==> config.mk <==
export PLATFORM = sky130hd
export DESIGN_NAME = disk_block_allocator
export DESIGN_NICKNAME = d
export VERILOG_FILES = /design/src/rtl/core/dba_pkg.sv /design/src/rtl/core/disk_block_allocator.sv /design/src/rtl/core/dba_regs.sv /design/src/rtl/core/dba_div.sv /design/src/rtl/core/dba_datapath.sv /design/src/rtl/core/dba_ctrl.sv
export SDC_FILE = /design/constraint.sdc
export NUM_CORES = 2
export LEC_CHECK = 0
export BUFFER_PORTS_ARGS = -buffer_cell sky130_fd_sc_hd__buf_4
export CORE_MARGIN = 4
export CORE_UTILIZATION = 40
export DETAILED_ROUTE_END_ITERATION = 8
export PLACE_DENSITY = 0.57
export SYNTH_ARGS = -nofsm -noshare
export SYNTH_HDL_FRONTEND = slang
export SYNTH_SLANG_ARGS = --single-unit
==> constraint.sdc <==
create_clock -name clk -period 16.03 [get_ports clk]
set_input_delay 3.206 -clock clk [delete_from_list [all_inputs] [get_ports clk]]
set_output_delay 3.206 -clock clk [all_outputs]
set_load 0.02 [all_outputs]
==> src/rtl/core/dba_pkg.sv <==
// Shared constants, codes and controller/datapath interface types for the
// disk block allocator. No dependencies.

package dba_pkg;

	localparam int unsigned DISK_BLOCKS = 128;
	localparam int unsigned MAX_FILES   = 32;

	localparam int unsigned BLK_W    = $clog2(DISK_BLOCKS);
	localparam int unsigned CNT_W    = BLK_W + 1;
	localparam int unsigned ID_W     = $clog2(MAX_FILES);
	localparam int unsigned OWN_W    = $clog2(MAX_FILES + 1);
	localparam int unsigned BYTES_W  = 24;
	localparam int unsigned BB_W     = 17;
	localparam int unsigned BIU_W    = 8;
	localparam int unsigned TAG_W    = 8;
	localparam int unsigned TOTAL_W  = 8;
	localparam int unsigned STAT_W   = 2;
	localparam int unsigned STEP_W   = $clog2(BYTES_W);
	localparam int unsigned APB_AW   = 3;
	localparam int unsigned APB_DW   = 32;

	localparam logic [BB_W-1:0]  BLOCK_BYTES_RST   = BB_W'(4096);
	localparam logic [BIU_W-1:0] BLOCKS_IN_USE_RST = BIU_W'(128);
	localparam logic [TAG_W-1:0] TAG_RST           = TAG_W'(65);

	localparam logic OP_ALLOC = 1'b0;
	localparam logic OP_FREE  = 1'b1;

	localparam logic REG_BLOCK_BYTES   = 1'b0;
	localparam logic REG_BLOCKS_IN_USE = 1'b1;

	typedef enum logic [STAT_W-1:0] {
		ST_OK      = 2'd0,
		ST_EXISTS  = 2'd1,
		ST_NOSPACE = 2'd2,
		ST_NOFILE  = 2'd3
	} status_t;

	typedef enum logic [2:0] {
		RES_EXISTS  = 3'd0,
		RES_NOSPACE = 3'd1,
		RES_NOFILE  = 3'd2,
		RES_ALLOC   = 3'd3,
		RES_FREE    = 3'd4
	} res_kind_t;

	typedef enum logic [1:0] {
		SCAN_COUNT   = 2'd0,
		SCAN_TAKE    = 2'd1,
		SCAN_RELEASE = 2'd2
	} scan_mode_t;

	typedef struct packed {
		logic       load_req;
		logic       div_start;
		logic       scan_start;
		scan_mode_t scan_mode;
		logic       load_result;
		res_kind_t  res_kind;
	} dba_cmd_t;

	typedef struct packed {
		logic op_free;
		logic present;
		logic zero_bytes;
		logic scan_busy;
		logic div_done;
		logic no_room;
		logic out_free;
	} dba_stat_t;

endpackage

==> src/rtl/core/disk_block_allocator.sv <==
// Top level of the disk block allocator: configuration registers, request
// sequencer and datapath. Depends on dba_pkg, dba_regs, dba_ctrl, dba_datapath.
//
//   Port group | Direction | Role
//   -----------+-----------+-------------------------------------------------
//   s_axis_*   | in        | Requests: op in tuser, file id and byte count
//   m_axis_*   | out       | Results: status in tuser, block and tag data
//   APB        | in/out    | block_bytes at 0x0, blocks_in_use at 0x4
//
// A request is taken in an idle cycle and checked in the next one. An allocate
// then counts free blocks in one pass over the owner memory (span reads, where
// span is blocks_in_use capped at 128) while the 24-step divider rounds the
// size up to blocks; both must finish before the decide state. A decide state,
// a take pass over the same span and a result state follow. A free makes one
// pass over all 128 blocks before its result is registered. A request refused
// at the check goes straight to the result state. The sequencer returns to
// idle after each result before the next transfer can be taken. Each pass
// reads the owner memory one block per cycle.
// Reset empties the disk at once through per-block valid bits, clears all
// files, sets the next tag to 'A' and loads the register defaults.
// The result sits in an output register, so the next request is accepted
// while a result still waits; a new result waits only if that register is
// still full.

module disk_block_allocator (
	input  logic                        clk,
	input  logic                        arst_n,

	input  logic                        s_axis_tvalid,
	output logic                        s_axis_tready,
	input  logic [31:0]                 s_axis_tdata,  // file_id[4:0], byte_count[28:5]
	input  logic [0:0]                  s_axis_tuser,  // op[0]

	output logic                        m_axis_tvalid,
	input  logic                        m_axis_tready,
	output logic [23:0]                 m_axis_tdata,  // first_block[6:0], block_total[14:7],
	                                                   // file_tag[22:15]
	output logic [1:0]                  m_axis_tuser,  // status[1:0]

	input  logic                        psel,
	input  logic                        penable,
	input  logic                        pwrite,
	input  logic [dba_pkg::APB_AW-1:0]  paddr,
	input  logic [dba_pkg::APB_DW-1:0]  pwdata,
	output logic [dba_pkg::APB_DW-1:0]  prdata,
	output logic                        pready
);

	dba_pkg::dba_cmd_t              cmd;
	dba_pkg::dba_stat_t             stat;
	logic [dba_pkg::BB_W-1:0]       block_bytes;
	logic [dba_pkg::BIU_W-1:0]      blocks_in_use;
	logic [dba_pkg::STAT_W-1:0]     res_status;
	logic [dba_pkg::BLK_W-1:0]      res_first;
	logic [dba_pkg::TOTAL_W-1:0]    res_total;
	logic [dba_pkg::TAG_W-1:0]      res_tag;

	dba_regs u_regs (
		.clk           (clk),
		.arst_n        (arst_n),
		.psel          (psel),
		.penable       (penable),
		.pwrite        (pwrite),
		.paddr         (paddr),
		.pwdata        (pwdata),
		.prdata        (prdata),
		.pready        (pready),
		.block_bytes   (block_bytes),
		.blocks_in_use (blocks_in_use)
	);

	// The sequencer takes a new request only when it has nothing in flight.
	dba_ctrl u_ctrl (
		.clk      (clk),
		.arst_n   (arst_n),
		.in_valid (s_axis_tvalid),
		.in_ready (s_axis_tready),
		.stat     (stat),
		.cmd      (cmd)
	);

	dba_datapath u_dp (
		.clk             (clk),
		.arst_n          (arst_n),
		.cmd             (cmd),
		.stat            (stat),
		.in_op           (s_axis_tuser[0]),
		.in_file_id      (s_axis_tdata[4:0]),
		.in_byte_count   (s_axis_tdata[28:5]),
		.block_bytes     (block_bytes),
		.blocks_in_use   (blocks_in_use),
		.out_ready       (m_axis_tready),
		.out_valid       (m_axis_tvalid),
		.out_status      (res_status),
		.out_first_block (res_first),
		.out_block_total (res_total),
		.out_file_tag    (res_tag)
	);

	// Result packing, lowest field first, padded to whole bytes.
	assign m_axis_tdata = {1'b0, res_tag, res_total, res_first};
	assign m_axis_tuser = res_status;

endmodule

==> src/rtl/core/dba_regs.sv <==
// Configuration register file behind the APB-style port.
// Depends on dba_pkg.

module dba_regs (
	input  logic                        clk,
	input  logic                        arst_n,
	input  logic                        psel,
	input  logic                        penable,
	input  logic                        pwrite,
	input  logic [dba_pkg::APB_AW-1:0]  paddr,
	input  logic [dba_pkg::APB_DW-1:0]  pwdata,
	output logic [dba_pkg::APB_DW-1:0]  prdata,
	output logic                        pready,
	output logic [dba_pkg::BB_W-1:0]    block_bytes,
	output logic [dba_pkg::BIU_W-1:0]   blocks_in_use
);

	logic [dba_pkg::BB_W-1:0]  block_bytes_q;
	logic [dba_pkg::BIU_W-1:0] blocks_in_use_q;
	logic                      wr_en;
	logic                      reg_sel;

	// Registers sit on word boundaries, so bit 2 picks the register.
	assign reg_sel = paddr[2];
	assign wr_en   = psel & penable & pwrite & pready;
	assign pready  = 1'b1;

	always_ff @(posedge clk or negedge arst_n) begin
		if (!arst_n) begin
			block_bytes_q   <= dba_pkg::BLOCK_BYTES_RST;
			blocks_in_use_q <= dba_pkg::BLOCKS_IN_USE_RST;
		end else if (wr_en) begin
			if (reg_sel == dba_pkg::REG_BLOCK_BYTES) begin
				block_bytes_q <= pwdata[dba_pkg::BB_W-1:0];
			end else begin
				blocks_in_use_q <= pwdata[dba_pkg::BIU_W-1:0];
			end
		end
	end

	always_comb begin
		if (reg_sel == dba_pkg::REG_BLOCK_BYTES) begin
			prdata = dba_pkg::APB_DW'(block_bytes_q);
		end else begin
			prdata = dba_pkg::APB_DW'(blocks_in_use_q);
		end
	end

	assign block_bytes   = block_bytes_q;
	assign blocks_in_use = blocks_in_use_q;

endmodule

==> src/rtl/core/dba_div.sv <==
// Restoring divider, one quotient bit per cycle, giving the rounded-up
// quotient of a byte count by the block size. Depends on dba_pkg.

module dba_div (
	input  logic                          clk,
	input  logic                          arst_n,
	input  logic                          start,
	input  logic [dba_pkg::BYTES_W-1:0]   dividend,
	input  logic [dba_pkg::BB_W-1:0]      divisor,
	output logic                          done,
	output logic [dba_pkg::BYTES_W-1:0]   quot_ceil
);

	logic                          busy_q;
	logic                          done_q;
	logic [dba_pkg::STEP_W-1:0]    step_q;
	logic [dba_pkg::BB_W-1:0]      div_q;
	logic [dba_pkg::BB_W-1:0]      rem_q;
	logic [dba_pkg::BYTES_W-1:0]   quo_q;
	logic [dba_pkg::BB_W:0]        trial;
	logic [dba_pkg::BB_W:0]        diff;
	logic                          ge;

	// Shift the next dividend bit into the partial remainder and try a subtract.
	assign trial = {rem_q, quo_q[dba_pkg::BYTES_W-1]};
	assign ge    = trial >= {1'b0, div_q};
	assign diff  = trial - {1'b0, div_q};

	always_ff @(posedge clk or negedge arst_n) begin
		if (!arst_n) begin
			busy_q <= 1'b0;
			done_q <= 1'b0;
			step_q <= '0;
		end else if (start) begin
			busy_q <= 1'b1;
			done_q <= 1'b0;
			step_q <= '0;
		end else if (busy_q) begin
			step_q <= step_q + dba_pkg::STEP_W'(1);
			if (step_q == dba_pkg::STEP_W'(dba_pkg::BYTES_W - 1)) begin
				busy_q <= 1'b0;
				done_q <= 1'b1;
			end
		end
	end

	always_ff @(posedge clk) begin
		if (start) begin
			div_q <= divisor;
			rem_q <= '0;
			quo_q <= dividend;
		end else if (busy_q) begin
			rem_q <= ge ? diff[dba_pkg::BB_W-1:0] : trial[dba_pkg::BB_W-1:0];
			quo_q <= {quo_q[dba_pkg::BYTES_W-2:0], ge};
		end
	end

	assign done      = done_q;
	assign quot_ceil = quo_q + dba_pkg::BYTES_W'(rem_q != '0);

endmodule

==> src/rtl/core/dba_datapath.sv <==
// Datapath: request registers, block owner memory with its scan pipeline,
// file presence bits, display tag counter and the result register.
// Depends on dba_pkg and dba_div.

module dba_datapath (
	input  logic                          clk,
	input  logic                          arst_n,
	input  dba_pkg::dba_cmd_t             cmd,
	output dba_pkg::dba_stat_t            stat,
	input  logic                          in_op,
	input  logic [dba_pkg::ID_W-1:0]      in_file_id,
	input  logic [dba_pkg::BYTES_W-1:0]   in_byte_count,
	input  logic [dba_pkg::BB_W-1:0]      block_bytes,
	input  logic [dba_pkg::BIU_W-1:0]     blocks_in_use,
	input  logic                          out_ready,
	output logic                          out_valid,
	output logic [dba_pkg::STAT_W-1:0]    out_status,
	output logic [dba_pkg::BLK_W-1:0]     out_first_block,
	output logic [dba_pkg::TOTAL_W-1:0]   out_block_total,
	output logic [dba_pkg::TAG_W-1:0]     out_file_tag
);

	// Request registers.
	logic                          op_q;
	logic [dba_pkg::ID_W-1:0]      id_q;
	logic [dba_pkg::BYTES_W-1:0]   bytes_q;

	// Persistent state.
	logic [dba_pkg::MAX_FILES-1:0]   present_q;
	logic [dba_pkg::TAG_W-1:0]       next_tag_q;
	logic [dba_pkg::DISK_BLOCKS-1:0] owner_vld_q;
	logic [dba_pkg::OWN_W-1:0]       owner_mem [dba_pkg::DISK_BLOCKS];

	// Scan engine.
	logic                          busy_q;
	dba_pkg::scan_mode_t           mode_q;
	logic [dba_pkg::CNT_W-1:0]     idx_q;
	logic [dba_pkg::CNT_W-1:0]     limit_q;
	logic                          rd_vld_s1;
	logic [dba_pkg::BLK_W-1:0]     rd_addr_s1;
	logic [dba_pkg::OWN_W-1:0]     mem_rd_s1;
	logic                          vld_rd_s1;
	logic [dba_pkg::CNT_W-1:0]     freec_q;
	logic [dba_pkg::CNT_W-1:0]     left_q;
	logic [dba_pkg::CNT_W-1:0]     cnt_q;
	logic                          got_q;
	logic [dba_pkg::BLK_W-1:0]     first_q;

	// Result register.
	logic                          out_valid_q;
	dba_pkg::status_t              out_status_q;
	logic [dba_pkg::BLK_W-1:0]     out_first_q;
	logic [dba_pkg::TOTAL_W-1:0]   out_total_q;
	logic [dba_pkg::TAG_W-1:0]     out_tag_q;

	logic [dba_pkg::BB_W-1:0]      bb_eff;
	logic [dba_pkg::CNT_W-1:0]     span;
	logic                          div_done;
	logic [dba_pkg::BYTES_W-1:0]   need;
	logic                          issue;
	logic [dba_pkg::OWN_W-1:0]     owner_s1;
	logic [dba_pkg::OWN_W-1:0]     own_code;
	logic                          is_free;
	logic                          take;
	logic                          rel;

	assign bb_eff   = (block_bytes == '0) ? dba_pkg::BB_W'(1) : block_bytes;
	assign span     = (dba_pkg::CNT_W'(blocks_in_use) > dba_pkg::CNT_W'(dba_pkg::DISK_BLOCKS))
		? dba_pkg::CNT_W'(dba_pkg::DISK_BLOCKS) : dba_pkg::CNT_W'(blocks_in_use);
	assign own_code = dba_pkg::OWN_W'(id_q) + dba_pkg::OWN_W'(1);

	dba_div u_div (
		.clk       (clk),
		.arst_n    (arst_n),
		.start     (cmd.div_start),
		.dividend  (bytes_q),
		.divisor   (bb_eff),
		.done      (div_done),
		.quot_ceil (need)
	);

	// A block whose valid bit is clear reads as free.
	assign owner_s1 = vld_rd_s1 ? mem_rd_s1 : '0;
	assign is_free  = owner_s1 == '0;
	assign issue    = busy_q && (idx_q < limit_q);
	assign take     = rd_vld_s1 && (mode_q == dba_pkg::SCAN_TAKE) && is_free && (left_q != '0);
	assign rel      = rd_vld_s1 && (mode_q == dba_pkg::SCAN_RELEASE) && (owner_s1 == own_code);

	always_ff @(posedge clk) begin
		if (cmd.load_req) begin
			op_q    <= in_op;
			id_q    <= in_file_id;
			bytes_q <= in_byte_count;
		end
	end

	// Owner memory: one registered read and one write per cycle.
	always_ff @(posedge clk) begin
		if (issue) begin
			mem_rd_s1 <= owner_mem[idx_q[dba_pkg::BLK_W-1:0]];
			vld_rd_s1 <= owner_vld_q[idx_q[dba_pkg::BLK_W-1:0]];
		end
		rd_addr_s1 <= idx_q[dba_pkg::BLK_W-1:0];
		if (take) begin
			owner_mem[rd_addr_s1] <= own_code;
		end
	end

	always_ff @(posedge clk or negedge arst_n) begin
		if (!arst_n) begin
			owner_vld_q <= '0;
			busy_q      <= 1'b0;
			rd_vld_s1   <= 1'b0;
		end else begin
			rd_vld_s1 <= issue;
			if (cmd.scan_start) begin
				busy_q <= 1'b1;
			end else if (!issue && !rd_vld_s1) begin
				busy_q <= 1'b0;
			end
			if (take) begin
				owner_vld_q[rd_addr_s1] <= 1'b1;
			end else if (rel) begin
				owner_vld_q[rd_addr_s1] <= 1'b0;
			end
		end
	end

	always_ff @(posedge clk) begin
		if (cmd.scan_start) begin
			mode_q  <= cmd.scan_mode;
			idx_q   <= '0;
			limit_q <= (cmd.scan_mode == dba_pkg::SCAN_RELEASE)
				? dba_pkg::CNT_W'(dba_pkg::DISK_BLOCKS) : span;
			freec_q <= '0;
			cnt_q   <= '0;
			got_q   <= 1'b0;
			first_q <= '0;
			left_q  <= need[dba_pkg::CNT_W-1:0];
		end else begin
			if (issue) begin
				idx_q <= idx_q + dba_pkg::CNT_W'(1);
			end
			if (rd_vld_s1 && (mode_q == dba_pkg::SCAN_COUNT) && is_free) begin
				freec_q <= freec_q + dba_pkg::CNT_W'(1);
			end
			if (take) begin
				left_q <= left_q - dba_pkg::CNT_W'(1);
			end
			if (rel) begin
				cnt_q <= cnt_q + dba_pkg::CNT_W'(1);
			end
			if ((take || rel) && !got_q) begin
				got_q   <= 1'b1;
				first_q <= rd_addr_s1;
			end
		end
	end

	// Presence bits, tag counter and the result valid flag.
	always_ff @(posedge clk or negedge arst_n) begin
		if (!arst_n) begin
			present_q   <= '0;
			next_tag_q  <= dba_pkg::TAG_RST;
			out_valid_q <= 1'b0;
		end else begin
			if (cmd.load_result) begin
				out_valid_q <= 1'b1;
			end else if (out_ready) begin
				out_valid_q <= 1'b0;
			end
			if (cmd.load_result && (cmd.res_kind == dba_pkg::RES_ALLOC)) begin
				present_q[id_q] <= 1'b1;
				next_tag_q      <= next_tag_q + dba_pkg::TAG_W'(1);
			end else if (cmd.load_result && (cmd.res_kind == dba_pkg::RES_FREE)) begin
				present_q[id_q] <= 1'b0;
			end
		end
	end

	always_ff @(posedge clk) begin
		if (cmd.load_result) begin
			out_first_q <= '0;
			out_total_q <= '0;
			out_tag_q   <= '0;
			case (cmd.res_kind)
				dba_pkg::RES_EXISTS: begin
					out_status_q <= dba_pkg::ST_EXISTS;
				end
				dba_pkg::RES_NOFILE: begin
					out_status_q <= dba_pkg::ST_NOFILE;
				end
				dba_pkg::RES_ALLOC: begin
					out_status_q <= dba_pkg::ST_OK;
					out_first_q  <= first_q;
					out_total_q  <= need[dba_pkg::TOTAL_W-1:0];
					out_tag_q    <= next_tag_q;
				end
				dba_pkg::RES_FREE: begin
					out_status_q <= dba_pkg::ST_OK;
					out_first_q  <= first_q;
					out_total_q  <= dba_pkg::TOTAL_W'(cnt_q);
				end
				default: begin
					out_status_q <= dba_pkg::ST_NOSPACE;
				end
			endcase
		end
	end

	assign stat.op_free    = op_q == dba_pkg::OP_FREE;
	assign stat.present    = present_q[id_q];
	assign stat.zero_bytes = bytes_q == '0;
	assign stat.scan_busy  = busy_q;
	assign stat.div_done   = div_done;
	assign stat.no_room    = need > dba_pkg::BYTES_W'(freec_q);
	assign stat.out_free   = !out_valid_q || out_ready;

	assign out_valid       = out_valid_q;
	assign out_status      = out_status_q;
	assign out_first_block = out_first_q;
	assign out_block_total = out_total_q;
	assign out_file_tag    = out_tag_q;

endmodule

==> src/rtl/core/dba_ctrl.sv <==
// Request sequencer: checks, count and divide, take or release scan, result.
// Depends on dba_pkg.

module dba_ctrl (
	input  logic                clk,
	input  logic                arst_n,
	input  logic                in_valid,
	output logic                in_ready,
	input  dba_pkg::dba_stat_t  stat,
	output dba_pkg::dba_cmd_t   cmd
);

	typedef enum logic [6:0] {
		S_IDLE    = 7'b0000001,
		S_CHECK   = 7'b0000010,
		S_COUNT   = 7'b0000100,
		S_DECIDE  = 7'b0001000,
		S_TAKE    = 7'b0010000,
		S_RELEASE = 7'b0100000,
		S_RESULT  = 7'b1000000
	} state_t;

	state_t                state_q;
	state_t                state_d;
	dba_pkg::res_kind_t    res_q;
	dba_pkg::res_kind_t    res_d;

	always_ff @(posedge clk or negedge arst_n) begin
		if (!arst_n) begin
			state_q <= S_IDLE;
			res_q   <= dba_pkg::RES_NOSPACE;
		end else begin
			state_q <= state_d;
			res_q   <= res_d;
		end
	end

	always_comb begin
		state_d         = state_q;
		res_d           = res_q;
		in_ready        = 1'b0;
		cmd.load_req    = 1'b0;
		cmd.div_start   = 1'b0;
		cmd.scan_start  = 1'b0;
		cmd.scan_mode   = dba_pkg::SCAN_COUNT;
		cmd.load_result = 1'b0;
		cmd.res_kind    = res_q;
		case (state_q)
			S_IDLE: begin
				in_ready = 1'b1;
				if (in_valid) begin
					cmd.load_req = 1'b1;
					state_d      = S_CHECK;
				end
			end
			S_CHECK: begin
				if (!stat.op_free) begin
					if (stat.present) begin
						res_d   = dba_pkg::RES_EXISTS;
						state_d = S_RESULT;
					end else if (stat.zero_bytes) begin
						res_d   = dba_pkg::RES_NOSPACE;
						state_d = S_RESULT;
					end else begin
						cmd.div_start  = 1'b1;
						cmd.scan_start = 1'b1;
						cmd.scan_mode  = dba_pkg::SCAN_COUNT;
						state_d        = S_COUNT;
					end
				end else if (!stat.present) begin
					res_d   = dba_pkg::RES_NOFILE;
					state_d = S_RESULT;
				end else begin
					cmd.scan_start = 1'b1;
					cmd.scan_mode  = dba_pkg::SCAN_RELEASE;
					state_d        = S_RELEASE;
				end
			end
			S_COUNT: begin
				if (!stat.scan_busy && stat.div_done) begin
					state_d = S_DECIDE;
				end
			end
			S_DECIDE: begin
				if (stat.no_room) begin
					res_d   = dba_pkg::RES_NOSPACE;
					state_d = S_RESULT;
				end else begin
					cmd.scan_start = 1'b1;
					cmd.scan_mode  = dba_pkg::SCAN_TAKE;
					state_d        = S_TAKE;
				end
			end
			S_TAKE: begin
				if (!stat.scan_busy) begin
					res_d   = dba_pkg::RES_ALLOC;
					state_d = S_RESULT;
				end
			end
			S_RELEASE: begin
				if (!stat.scan_busy) begin
					res_d   = dba_pkg::RES_FREE;
					state_d = S_RESULT;
				end
			end
			S_RESULT: begin
				if (stat.out_free) begin
					cmd.load_result = 1'b1;
					state_d         = S_IDLE;
				end
			end
			default: begin
				state_d = S_IDLE;
			end
		endcase
	end

endmodule
==> results.md <==
- Fin. max-slew vios: 0
- CP max stage delay: about 0.40 ns
- Setup violations, final: 0
- CTS tree: done
- N_diodes: 0
- Most used cell, CP: buf_4
- Flop-to-flop setup slack: 10.42 ns
- Worst Hold Class: flop to flop
- Routed wire length: approximately 110000 microns
- Final hold violation count: 0
- Finished Cell Area: between 50000 and 60000 sq um
- Total GRT Usage: between 10% and 20%
- Port bufs: a little under 100
- Worst reg-to-reg path cell count: 19
- Post-Synth Adder-Cell Area: approximately 1.2%
- Worst vdd ir: 0.121 mV
- Number of buffers created by CTS: ~120
- Final GP Congestion: 0.844
- Total of warnings raised by yosys: 0
- Largest family of logic cells by synthesized area: multiplexers
- Rel. slew slack: approximately a quarter
- Core Rows: about 130
- XOR/XNOR Fraction of Synth Area: between 1 and 1.5%
- Crit path max fanout: 19
- Sequential area share after synthesis: between 60% and 70%
- H-tree Lvls: 3
- Simple-gate portion of the synthesized area: under 10%
- Hold Buf Count CTS: 0
- Routed Antenna Nets: 0
- Largest net degree at the start of global routing: roughly 140
- CP Data Required Time: approximately 13 ns
- Die area: approximately 130000 sq um
- Clock Skew: between 0.05 and 0.06 ns
- Clock Sinks: 1158
- Die width: around 360 microns
- DP Area: ~51000 sq um
- Post-DP HPWL: 70000 microns
- Vias in the first global route: ~28000
- CP arrival: 4.02 ns
- CP max-delay cell: mux2_2
- Mux cell area share after synthesis: ~16%
- Hold Path Cell Cnt: 1
- Setup TNS: 0 ns
- Worst path cell trace: buf_4 > mux2_2 > buf_4
- Nets: 3189
- Initial DRT Pass Iterations: 5
- Worst hold start: u_dp.next_tag_q[7]$_DFFE_PN0P_
- Vias/cell: between 5 and 6
- Crit end category: primary output
- Ys flop type: edfxtp_1
- First-pass GRT wire length: about 180000 microns
- Resize count post-CTS: 0
- Area Growth Syn to Fin: 13.1%
- # Max-Cap Violations: 0
- Sink of the worst hold path: u_dp.next_tag_q[7]$_DFFE_PN0P_
- Cell at the root of the clock tree: clkbuf_16
- # DRC: 0
- Setup bufs post-CTS: 0
- Crit Reg-Reg Startpoint: u_dp.u_div.rem_q[8]$_SDFFE_PP0P_
- Skew-Pair Late Insertion Delay: 0.75 ns
- Yosys reg bits: between 1000 and 1500
- Most common cell after layout, fill and taps aside: edfxtp_1
- P_leak: about 19 nW
- Iter 0 DRT Violations: ~2400
- Grt ovf: 0
- Crit path launch type: primary input
- Post-synthesis compound-gate area fraction: around 5.1%
- Synth Instances: between 2000 and 3000
- Post-Route Utilization: 45.5%
- EDFF count, synth: between 800 and 900
- Async SR Flop Fraction: 18.4%
- Final-layout fill cell count: around 10000
- Core Region: approximately 120000 sq um
- Worst-Margin Slew: approximately 1.1 ns
- RSZ-0062 raised after global routing: false
- Mapped Area: a little under 50000 sq um
- Commonest cells after routing, fill and taps aside: 889 x edfxtp_1, 287 x mux4_2, 235 x nor2_1, 207 x dfrtp_1, 186 x o21ai_0
- Initial antenna violation count: 2
- Top Ports: roughly 140
- Non-filler instance count after layout: 4800
- Fmax: 138 MHz
- Min Tclk post-route: 7.22 ns
- Layout cells sized above 1: between 20% and 30%
- Sequential cell area: approximately 33000 sq um
- Placed instance count: 4569
- Clk buf depth: 3
- Yosys cell types: slightly below 80
- Mean Syn Cell Area: about 16 sq um
- Pwr Density: ~170 nW/um^2
- Multi-input gate area: 14700 sq um
- Via Count: around 27000
- Status: complete, no violations
- CTS clk-pin slew, worst paths: 0.06 ns
- DR WL/cell: 23.9 microns
- Starting Density: between 40% and 50%
- Final worst-path cycle share: between 40% and 50%
- Crit path kind: primary input to primary output
- FF-to-FF End: u_dp.left_q[6]$_DFFE_PP_
- Die Y: between 300 and 400 microns
[metal layers]
metal / wire length [microns] / up-vias / global-route usage, %
li1: - / 11800 / -
met1: 49700 / 14100 / 25.2
met2: 56400 / 860 / 29.5
met3: 6190 / 167 / 2.75
met4: 2560 / 2 / 4.35
met5: 13 / - / 0
[worst max-delay path by stage]
stage	start	end	slack, ns	cells after the start
CTS	paddr[2]	prdata[1]	8.78	3
global placement	paddr[2]	prdata[1]	8.81	3
finish	paddr[2]	prdata[1]	8.81	3
floorplan	u_dp.id_q[0]$_DFFE_PP_	u_dp.owner_mem[0][5]$_DFFE_PP_	8.40	2
global route	paddr[2]	prdata[1]	8.78	3
detailed placement	paddr[2]	prdata[1]	8.78	3
[where the power goes]
part | internal, mW | switching (mW) | leakage (nW)
Clock | 1.64 | 1.20 | 1.98
Combinational | 1.20 | 1.56 | 5.51
Sequential | 3.70 | 0.339 | 11.4
Total | 6.55 | 3.10 | 18.9
[through the flow]
stage                     hold WS (ns)  total power [mW]  setup WS [ns]
after detailed placement         0.480              6.90           8.78
after global routing             0.503              10.1           8.78
after floorplan                  0.350              5.97           8.40
final                            0.480              9.64           8.81
after CTS                        0.491              9.76           8.78
after global placement           0.456              6.83           8.81
[cells in the mapped netlist (5+ instances only)]
| library cell | instances | area, sq um |
|---|---|---|
| mux2i_1 | 58 | 581 |
| nor2b_1 | 32 | 200 |
| mux2_2 | 83 | 935 |
| buf_1 | 7 | 26.3 |
| buf_4 | 23 | 173 |
| edfxtp_1 | 889 | 26700 |
| nand4_1 | 26 | 163 |
| nand2_1 | 115 | 432 |
| nor4_1 | 28 | 175 |
| nor3_1 | 26 | 130 |
| a211oi_1 | 16 | 120 |
| a21oi_1 | 87 | 435 |
| and2_1 | 23 | 144 |
| dfrtp_1 | 207 | 5180 |
| o211ai_1 | 6 | 45.0 |
| nand2b_1 | 10 | 62.6 |
| mux4_2 | 287 | 6460 |
| o21a_1 | 11 | 82.6 |
| a31oi_1 | 68 | 425 |
| and3_1 | 13 | 81.3 |
| ha_1 | 46 | 576 |
| o22ai_1 | 10 | 62.6 |
| nor3_2 | 5 | 50.1 |
| o21ai_0 | 186 | 931 |
| buf_2 | 55 | 275 |
| xor2_1 | 33 | 289 |
| xnor2_1 | 32 | 280 |
| a21o_1 | 6 | 45.0 |
| clkbuf_1 | 121 | 454 |
| nor2_1 | 236 | 886 |
| a22oi_1 | 7 | 52.6 |
| dfxtp_1 | 56 | 1120 |
| inv_1 | 61 | 229 |
| or3_1 | 8 | 50.1 |
| nand3b_1 | 8 | 60.1 |
| dfstp_2 | 6 | 158 |
| nor3b_1 | 9 | 67.6 |
| or2_2 | 5 | 31.3 |
| nand3_1 | 28 | 140 |
[final cells by class]
class	instances	share of cell area, %
multi-input combinational	1584	26.6
timing repair buffer	140	1.96
inverter	62	0.425
tap	1625	3.67
clock buffer	158	5.97
sequential	1158	59.9
clock inverter	73	1.46
[critical path: cells and delay by family]
kind / cells / cell delay, ns
buffers and inverters: 2 / 0.41
muxes: 1 / 0.40
[cell families (layout without fill, tap and decap cells)]
family / Yosys count / in the layout
compound gates: 427 / 427
xor+xnor: 66 / 66
fa+ha+maj: 47 / 47
buf+inv: 271 / 433
flops: 1158 / 1158
mux: 428 / 428
other cells: 2 / 17
simple gates: 599 / 599
No activity file was read; power rests on OpenSTA's default activity.
